<file path="config.mk">
export PLATFORM = sky130hd
export DESIGN_NAME = tpf_plane
export DESIGN_NICKNAME = d
export VERILOG_FILES = /design/src/tpf_pkg.sv /design/src/tpf_plane.sv
export SDC_FILE = /design/constraint.sdc
export NUM_CORES = 1
export LEC_CHECK = 0
export BUFFER_PORTS_ARGS = -buffer_cell sky130_fd_sc_hd__buf_2
export CAP_MARGIN = 20
export CORE_MARGIN = 10
export CORE_UTILIZATION = 33
export DETAILED_ROUTE_END_ITERATION = 8
export SLEW_MARGIN = 20
export SYNTH_ARGS = -nofsm -noshare
export SYNTH_HDL_FRONTEND = slang
export SYNTH_SLANG_ARGS = --single-unit
</file>
<file path="constraint.sdc">
create_clock -name vclk -period 5.8
set_input_delay 0.29 -clock vclk [all_inputs]
set_output_delay 0.29 -clock vclk [all_outputs]
set_load 0.02 [all_outputs]
</file>
<file path="src/tpf_pkg.sv">
// ---------------------------------------------------------------------------
// tpf_pkg
// Shared types and constants for the triangle pixel fragment test block.
// ---------------------------------------------------------------------------
package tpf_pkg;

  localparam int unsigned DataW     = 32;
  localparam int unsigned PixInW    = 10;
  localparam int unsigned CoefIdxW  = 5;
  localparam int unsigned ColorW    = 16;
  localparam int unsigned CoordBits = 10;
  localparam int unsigned FracBits  = 10;
  localparam int unsigned NumCoefs  = 21;
  // coordinate bits actually taken from the pixel ports
  localparam int unsigned XBits     = (CoordBits < PixInW) ? CoordBits : PixInW;

  localparam int unsigned RedW      = 5;
  localparam int unsigned GreenW    = 6;
  localparam int unsigned BlueW     = 5;

  // coefficient slots
  localparam int unsigned SlotEdge0 = 0;
  localparam int unsigned SlotEdge1 = 3;
  localparam int unsigned SlotEdge2 = 6;
  localparam int unsigned SlotDepth = 9;
  localparam int unsigned SlotRed   = 12;
  localparam int unsigned SlotGreen = 15;
  localparam int unsigned SlotBlue  = 18;

  typedef enum logic {
    ActLoad  = 1'b0,
    ActPixel = 1'b1
  } action_e;

  typedef logic [NumCoefs-1:0][DataW-1:0] coef_bank_t;

  typedef struct packed {
    logic              write_pixel;
    logic [DataW-1:0]  new_depth;
    logic [ColorW-1:0] pixel_color;
  } frag_res_t;

  typedef struct packed {
    logic [XBits-1:0] x;
    logic [XBits-1:0] y;
    logic [DataW-1:0] stored_depth;
  } frag_in_t;

endpackage

</file>
<file path="src/tpf_plane.sv">
// ---------------------------------------------------------------------------
// tpf_plane
// One plane evaluation: x*dx + y*dy, wrapping at 32 bits.
// ---------------------------------------------------------------------------
module tpf_plane (
  input  logic [tpf_pkg::XBits-1:0] x_i,
  input  logic [tpf_pkg::XBits-1:0] y_i,
  input  logic [tpf_pkg::DataW-1:0] dx_i,
  input  logic [tpf_pkg::DataW-1:0] dy_i,
  output logic [tpf_pkg::DataW-1:0] sum_o
);

  logic [tpf_pkg::DataW-1:0] x_ext;
  logic [tpf_pkg::DataW-1:0] y_ext;

  assign x_ext = tpf_pkg::DataW'(x_i);
  assign y_ext = tpf_pkg::DataW'(y_i);
  assign sum_o = (x_ext * dx_i) + (y_ext * dy_i);

endmodule

</file>
# Word-level counts from Yosys, hierarchy flattened
# Cells that the tools add are included.
[classes]
n_addsub = 1
multipliers = 2
[op_table]
columns = ["operator", "n"]
rows = [
  ["multiplier 10 x 32 -> 32 bit", 2],
  ["adder 32 bit", 1],
]
[word_totals]
reg_bits = 0
in_bits = 84
out_inout_bits = 32
wordCells = 3

# Longest topological paths before layout
# Gate-level depths: netlist of the first run.
[depth]
word_depth = 2
ltp_mapped = 25
mapped_depth_nobuf = 23

# Worst setup path before layout of the first run
# OpenSTA, ideal clock, no wires.
[synth_path]
path_kind = "input-to-output"
from = "input port y_i[2] (netlist name)"
to = "output port sum_o[21] (netlist name)"
arrival_time_ns = 6.294
t_required_ns = 5.510
setup_slack_ns = -0.784
stages = 24
cell_sequence = "clkbuf_1 clkbuf_1 nand2_1 fa_1 inv_1 fa_1 inv_1 fa_1 inv_1 fa_1 fa_1 inv_1 fa_1 inv_1 fa_1 ha_1 clkbuf_2 o21ai_1 a21oi_1 nor4b_1 nand2_1 a21oi_1 nor2_1 o311ai_1"
[synth_between]
elab_chain_len = 2
[synth_lines]
columns = ["item", "line", "source"]
rows = [
  ["start, declared", "tpf_plane.sv:7", "input logic [tpf_pkg::XBits-1:0] y_i,"],
  ["multiplier 10 x 32 -> 32 bit", "tpf_plane.sv:18", "assign sum_o = (x_ext * dx_i) + (y_ext * dy_i);"],
  ["adder 32 bit", "tpf_plane.sv:18", ""],
  ["end, declared", "tpf_plane.sv:10", "output logic [tpf_pkg::DataW-1:0] sum_o"],
]
# No other way between the ends.

# Worst setup path after layout of the first run
[layout_path]
from = "input port dx_i[13] (netlist name)"
to = "output port sum_o[28] (netlist name)"
[layout_between]
elab_chain_len = 2
[layout_lines]
columns = ["item", "line", "source"]
rows = [
  ["start, declared", "tpf_plane.sv:8", "input logic [tpf_pkg::DataW-1:0] dx_i,"],
  ["multiplier 10 x 32 -> 32 bit", "tpf_plane.sv:18", ""],
  ["adder 32 bit", "tpf_plane.sv:18", ""],
]
# No other way between the ends.

==> flow_summary.ini, run 1 <==
[status]
status = finished, violations left
violations = setup timing

[yosys]
synth_top_area_share_pct = 56.2
synth.cell_area_um2 = 16100
ys_warn_count = 0
muxShareOfSynthArea_pct = 0.124
synth_xor_area_share_pct = 3.37
synth_simple_gate_area_share_pct = 18.3
synth_fa_ha_area_share_pct = 61.6
synth_compound_gate_area_share_pct = 3.90
avgSynthCellArea_um2 = 8.78
syn_nets = 2438
yosysTopAreaCell = fa_1
synth-seq-area-share_pct = 0
syn_inst = 1833
ys_types = 52
synthTopCellsByArea = fa_1 56%, inv_1 10%, and2_1 8.8%
synth_top_family_by_area = adder cells

[final_layout]
instances_no_fill = 2709
final_cell_area_um2 = 20300
final_common_cell = inv_1
layout_common_cells = 437 x inv_1, 436 x fa_1, 327 x nand2_1
flops_and_latches = 0
n_clock_buffer = 0
layout-drive-gt1-share_pct = 23.8
seq_area_um2 = 0
n_fill_cell = 4706
nNetsFinal = 2699
areaGrowthSynthToFinish_pct = 26.0

[global_routing]
grt_busiest_layer = met2
grt_pass1_wl_um = 72500
antenna_found_initial = 2
use_met3_pct = 1.14
gr-usage-met1_pct = 18.2
grt.overflow.total = 0
first_global_vias = 14400
grt_usage_pct = 15.6
grt_max_degree = 33
grtUsageMet2_pct = 30.6

[floorplan]
die_area_um2 = 58000
row_count = 80
ios = 116
start_util_pct = 33.6
core_um2 = 47900
die_w_um = 241
die_h_um = 241

[critical_path]
worstSetupPathType = input pin to primary output
cp_max_fo = 8
cp-end-kind = primary output
worstPathArrival_ns = 6.14
startpoint_type = input pin
cp_data_required_time_ns = 5.51

[timing]
post-route-period-util_pct = 111
worst_slack_ns = -0.630
worst_pin_slew_ns = 0.603
hold_ws_ns = 1.17
fin_crit_ns = 6.43
final-hold-violation-count = 0
grt_setup_unrepaired = yes
drv_slew = 0
setup_violations = 22
maxSlewHeadroom_pct = 59.8
fmax_ghz = 0.156

[placed_design]
dpl.cell_count = 2677
io_buffers = 116
place.gp.congestion = 0.889
hpwl_um = 39200
postPlaceCellArea_um2 = 19000

[route]
drtIter0Drc = 549
drt_first_pass_iters = 5
ant_nets = 0
dr_total_vias = 12600
routed_wl_um = 43300
wl_per_cell_um = 16.0
via_per_inst = 4.67
drc = 0

[cts]
holdBufCountCts = 0

[flow_run]
cap_viol_max_count = 0

[min_path]
hold_path_class = input pin to primary output
[cell usage after synthesis, drive strengths merged (2+ instances only)]
master	count
ha	69
a311oi	2
a21oi	34
a211oi	4
a31oi	3
o21ai	24
nor2	12
nand3	5
and2	226
and3	2
buf	5
fa	452
or3	2
nor2b	5
nand2b	2
inv	444
clkbuf	93
nor3	5
o21bai	2
nand4	4
nand2	342
xor2	16
mux2i	2
o21a	4
xnor2	46
o211ai	2
a21o	12
[area by class of cell]
class | instances | area, um2 | share of cell area (%)
inverters | 444 | 1670 | 8.23
well taps | 615 | 769 | 3.80
repair buffers | 357 | 3000 | 14.8
multi-input cells | 1291 | 14800 | 73.2
diodes | 2 | 5.00 | 0.0247
[path summary, 6_finish.rpt]
check,slack (ns),startpoint,cells after the start,to
worst max-delay path,-0.63,dx_i[13],19,sum_o[28]
worst min-delay path,1.17,dy_i[0],4,sum_o[0]
[per-layer routing]
| metal | vias up | routed length [um] |
|---|---|---|
| met5 | - | 0 |
| met4 | 0 | 867 |
| met3 | 48 | 1720 |
| met2 | 273 | 24600 |
| met1 | 6609 | 16200 |
| li1 | 5714 | - |
[critical path, cell delays in order]
cell and delay, ns:
clkbuf_4 0.18, and2_1 0.20, fa_1 0.51, fa_1 0.58
fa_1 0.45, fa_1 0.59, fa_1 0.43, fa_1 0.52
inv_1 0.06, fa_1 0.47, inv_1 0.06, ha_4 0.28
nand3_2 0.10, or3_4 0.45, o2111ai_4 0.27, a21oi_4 0.08
o211a_1 0.26, a211oi_4 0.19, buf_6 0.15
[per-stage QoR]
stage	setup WS, ns	setup TNS (ns)	utilization, %
finish	-0.630	-9.40	42.3
detailed placement	-0.980	-19.23	39.6
floorplan	-0.326	-3.82	-
global placement	-0.946	-17.38	39.6
CTS	-0.694	-10.61	41.8
global route	-0.804	-14.40	42.3
[timing repair]
| action | in CTS | in global routing |
|---|---|---|
| setup endpoints to repair | 25 | 24 |
| buffers inserted | 23 | 9 |
| cloned | 2 | 0 |
| resized for setup | 225 | 54 |
| pin swaps | 68 | 38 |
[logic make-up (layout without fill, tap and decap cells)]
group	after synthesis	after routing
AOI/OAI and AO/OA	96	96
xor gates and xnor gates	62	62
adders and majority gates	521	521
buffers and inverters	542	801
muxes	2	2
other	0	2
and+or+nand+nor	610	610
Power of run 1 is left out: the tool's default activity adds up to more than one toggle a clock period on the data nets, which glitch-free logic cannot reach.
==> inputs of run 2 (changes only) <==
Settings changed: SKIP_LAST_GASP from default to 1.
Clock period 5.8 ns to 5.4 ns, I/O delays scaled along.
==> run 2 against run 1 <==
Against the previous run:
- the flow still finishes with violations (setup timing)
- first-iteration DRC count up 1.8%
- wire length is 3.0% higher
- count of clock-buffer cells in the layout unchanged
- sequential cell count unchanged
- global-route usage is essentially flat
- critical path depth grew 4
- worst hold slack improved by 0.0081 ns
- non-clock buffer count increased by 4
- sequential share of layout area unchanged
- via count up 0.25%
- worst setup slack worse by 0.46 ns
- final area rose by 1.9%
- critical path type unchanged
- highest routed layer unchanged
==> flow_summary.ini, run 2 (same netlist as run 1, synthesis figures left out) <==
[critical_path]
path_cells = buf_12 -> and2_4 -> fa_1 -> inv_2 -> fa_1 -> fa_1 -> inv_2 -> fa_1 -> fa_1 -> fa_1 -> inv_2 -> fa_1 -> inv_2 -> ha_4 -> buf_12 -> a21oi_4 -> o21a_1 -> o21ai_2 -> a31oi_4 -> a21oi_2 -> or4b_4 -> o311ai_4 -> buf_6
cp_max_fo = 6
cp_data_required_time_ns = 5.13
worstPathArrival_ns = 6.22
startpoint_type = input pin
worstSetupPathType = input pin to primary output
max_stage_delay_ns = 0.57
crit_slowest_cell = fa_1
cp-end-kind = primary output
path_common_cell = fa_1

[final_layout]
nNetsFinal = 2703
seq_area_um2 = 0
final_common_cell = fa_1
layout-drive-gt1-share_pct = 25.4
layout_common_cells = 432 x fa_1, 426 x inv_1, 327 x nand2_1
areaGrowthSynthToFinish_pct = 28.3
flops_and_latches = 0
n_clock_buffer = 0

[global_routing]
grt_pass1_wl_um = 72100
grt_max_degree = 26
grtUsageMet2_pct = 31.0
grt_usage_pct = 15.6
gr-usage-met1_pct = 18.5
first_global_vias = 14300
grt_busiest_layer = met2
use_met3_pct = 0.924
antenna_found_initial = 1
grt.overflow.total = 0

[flow_run]
cap_viol_max_count = 0

[route]
via_per_inst = 4.67
routed_wl_um = 44600
drt_first_pass_iters = 5
drc = 0
drtIter0Drc = 559
dr_total_vias = 12700
wl_per_cell_um = 16.5
ant_nets = 0

[timing]
finalSetupTns_ns = -19.53
hold_ws_ns = 1.18
final-hold-violation-count = 0
maxSlewHeadroom_pct = 64.9
post-route-period-util_pct = 120
setup_violations = 24
worst_slack_ns = -1.09
fin_crit_ns = 6.49
fmax_ghz = 0.154
drv_slew = 0
worst_pin_slew_ns = 0.527
grt_setup_unrepaired = yes

[min_path]
hold_path_class = input pin to primary output

[floorplan]
row_count = 80
die_h_um = 241
start_util_pct = 33.6
die_area_um2 = 58000
core_um2 = 47900
die_w_um = 241
ios = 116

[placed_design]
hpwl_um = 39300
io_buffers = 116
place.gp.congestion = 0.903

[status]
status = finished, violations left
violations = setup timing

[cts]
holdBufCountCts = 0
run 2: cell count changes in the layout (fill, tap and decap cells not counted), sizes merged:
cell / change
buf: +6
clkbuf: -2
run 2: stage by stage:
| stage | instance area (um2) | util, % | setup slack (ns) | cells |
|---|---|---|---|---|
| final | 20700 | 43.1 | -1.09 | 2713 |
| after global placement | 19100 | 39.8 | -1.34 | 2680 |
| after CTS | 20000 | 41.8 | -1.11 | 2696 |
| after global routing | 20600 | 43.1 | -1.24 | 2711 |
| after detailed placement | 19100 | 39.8 | -1.33 | 2680 |
| after floorplan | 16600 | - | -0.686 | 1833 |
run 2: metal layers:
metal	vias to the layer above	routed length [um]
met5	-	0
met4	0	396
met3	22	1590
met2	229	25500
met1	6704	17200
li1	5721	-
run 2: area by class of cell:
cell class	count	area, um2
Antenna cell	2	5.00
Fill cell	4669	27300
Inverter	444	1670
Multi-Input combinational cell	1291	15000
Tap cell	615	769
Timing Repair Buffer	361	3200
run 2: repair_timing:
item / CTS / global route
gates cloned: 3 / 0
setup endpoints to repair: 27 / 26
gates resized for setup: 201 / 130
pin swaps: 75 / 86
buffers inserted: 15 / 19
run 2: worst paths after layout:
check,to,cells after the start,from
worst max-delay path,sum_o[21],23,x_i[8]
worst min-delay path,sum_o[0],4,y_i[0]
run 2: worst max-delay path, delay by kind of cell:
kind	cells	cell delay (ns)
adder cells (fa/ha/maj)	8	3.82
AND/OR/NAND/NOR	2	0.70
buffers and inverters	7	0.59
AO/OA/AOI/OAI	6	0.83
Power of run 2 is left out for the same reason.
==> inputs of run 3 (changes only) <==
==> constraint.sdc (replaced) <==
create_clock -name vclk -period 5.4
set_input_delay 1.08 -clock vclk [all_inputs]
set_output_delay 1.08 -clock vclk [all_outputs]
set_load 0.02 [all_outputs]
==> run 3 against run 2 <==
Against the previous run:
- the flow still finishes with violations (setup timing)
- highest routed layer is now met5
- first-iteration DRC count down 18%
- maximum frequency shrank 19%
- worst setup slack worse by 1.5 ns
- via count grew 0.35%
- largest cell class unchanged
- sequential share of layout area stayed put
- final area rose by 1.6%
- worst hold slack improved by 1.7 ns
- critical path type unchanged
- die area is the same
- count of clock-buffer cells in the layout unchanged
- global-route usage increased by 0.25 points
==> flow_summary.ini, run 3 (same netlist as run 1, synthesis figures left out) <==
[final_layout]
seq_area_um2 = 0
instances_no_fill = 2726
layout_common_cells = 424 x fa_1, 418 x inv_1, 318 x nand2_1
final_common_cell = fa_1
flops_and_latches = 0
layout-drive-gt1-share_pct = 27.9
areaGrowthSynthToFinish_pct = 30.3
nNetsFinal = 2718
antenna_cells = 0
n_clock_buffer = 0

[status]
status = finished, violations left
violations = setup timing

[placed_design]
dpl.cell_count = 2695
hpwl_um = 40000
place.gp.congestion = 0.886
io_buffers = 116
post-place-ws_ns = -3.01

[floorplan]
die_w_um = 241
die_h_um = 241
row_count = 80
core_um2 = 47900
start_util_pct = 33.6
ios = 116
die_area_um2 = 58000

[global_routing]
antenna_found_initial = 1
grt.overflow.total = 0
first_global_vias = 14500
grt_pass1_wl_um = 73100
grt_usage_pct = 15.8
grt_max_degree = 25

[timing]
worst_slack_ns = -2.57
worst_pin_slew_ns = 0.495
setup_violations = 29
post-route-period-util_pct = 148
drv_slew = 0
hold_ws_ns = 2.86
grt_setup_unrepaired = yes
fmax_ghz = 0.125
maxSlewHeadroom_pct = 67.0
final-hold-violation-count = 0
fin_crit_ns = 7.97

[critical_path]
startpoint_type = input pin
cp_data_required_time_ns = 4.32
worstSetupPathType = input pin to primary output
cp_max_fo = 12
cp-end-kind = primary output
worstPathArrival_ns = 6.89

[route]
wl_per_cell_um = 16.6
drt_first_pass_iters = 4
drc = 0
via_per_inst = 4.67
ant_nets = 0
dr_total_vias = 12700
routed_wl_um = 45300
drtIter0Drc = 458

[min_path]
hold_path_class = input pin to primary output
hold_depth = 5
min_to = sum_o[0]
min-delay-start = dx_i[0]

[cts]
holdBufCountCts = 0

[flow_run]
cap_viol_max_count = 0
-- run 3: what timing repair did --
action                     4_1_cts  5_1_grt
setup buffers                   26       11
setup endpoints to repair       29       29
cloned                           2        1
pin swaps                      118       97
resized for setup              273      103
-- run 3: routing by layer --
layer / up-vias / share of wire, % / GRT usage (%)
met5: - / 0.029 / 0
met4: 2 / 2.1 / 3.11
met3: 48 / 3.6 / 0.935
met2: 251 / 56 / 31.0
met1: 6671 / 38 / 18.6
li1: 5748 / - / -
-- run 3: layout make-up --
type | count | area, um2
fillers | 4636 | 27000
inverters | 444 | 1670
multi-input cells | 1291 | 15300
well taps | 615 | 769
repair buffers | 376 | 3270
-- run 3: per-stage QoR --
stage | area, um2 | TNS (ns) | utilization [%]
2_1_floorplan | 16800 | -53.93 | -
3_3_place_gp | 19300 | -71.33 | 40.3
3_5_place_dp | 19300 | -73.41 | 40.3
4_1_cts | 20500 | -63.82 | 42.8
5_1_grt | 21000 | -67.05 | 43.7
6_report | 21000 | -62.52 | 43.7
-- run 3: worst max-delay path by stage --
stage                     cells past startpoint         to    from
after CTS                                    20  sum_o[30]  y_i[7]
after global routing                         22  sum_o[27]  y_i[4]
after detailed placement                     23  sum_o[30]  x_i[5]
final                                        23  sum_o[27]  y_i[7]
after global placement                       23  sum_o[30]  x_i[5]
after floorplan                              21  sum_o[28]  y_i[4]
-- run 3: critical path, cell delays in order --
cell and delay, ns:
buf_8 0.11, buf_6 0.11, buf_4 0.13, buf_6 0.14
and2_1 0.15, fa_1 0.53, inv_1 0.06, fa_1 0.50
fa_1 0.59, fa_2 0.49, fa_1 0.57, fa_1 0.42
fa_1 0.49, inv_1 0.06, ha_4 0.22, a21o_1 0.18
a21oi_2 0.18, buf_4 0.14, buf_4 0.09, nor2b_1 0.04
a311oi_2 0.31, xnor2_2 0.15, buf_4 0.16
Power of run 3 is left out for the same reason.
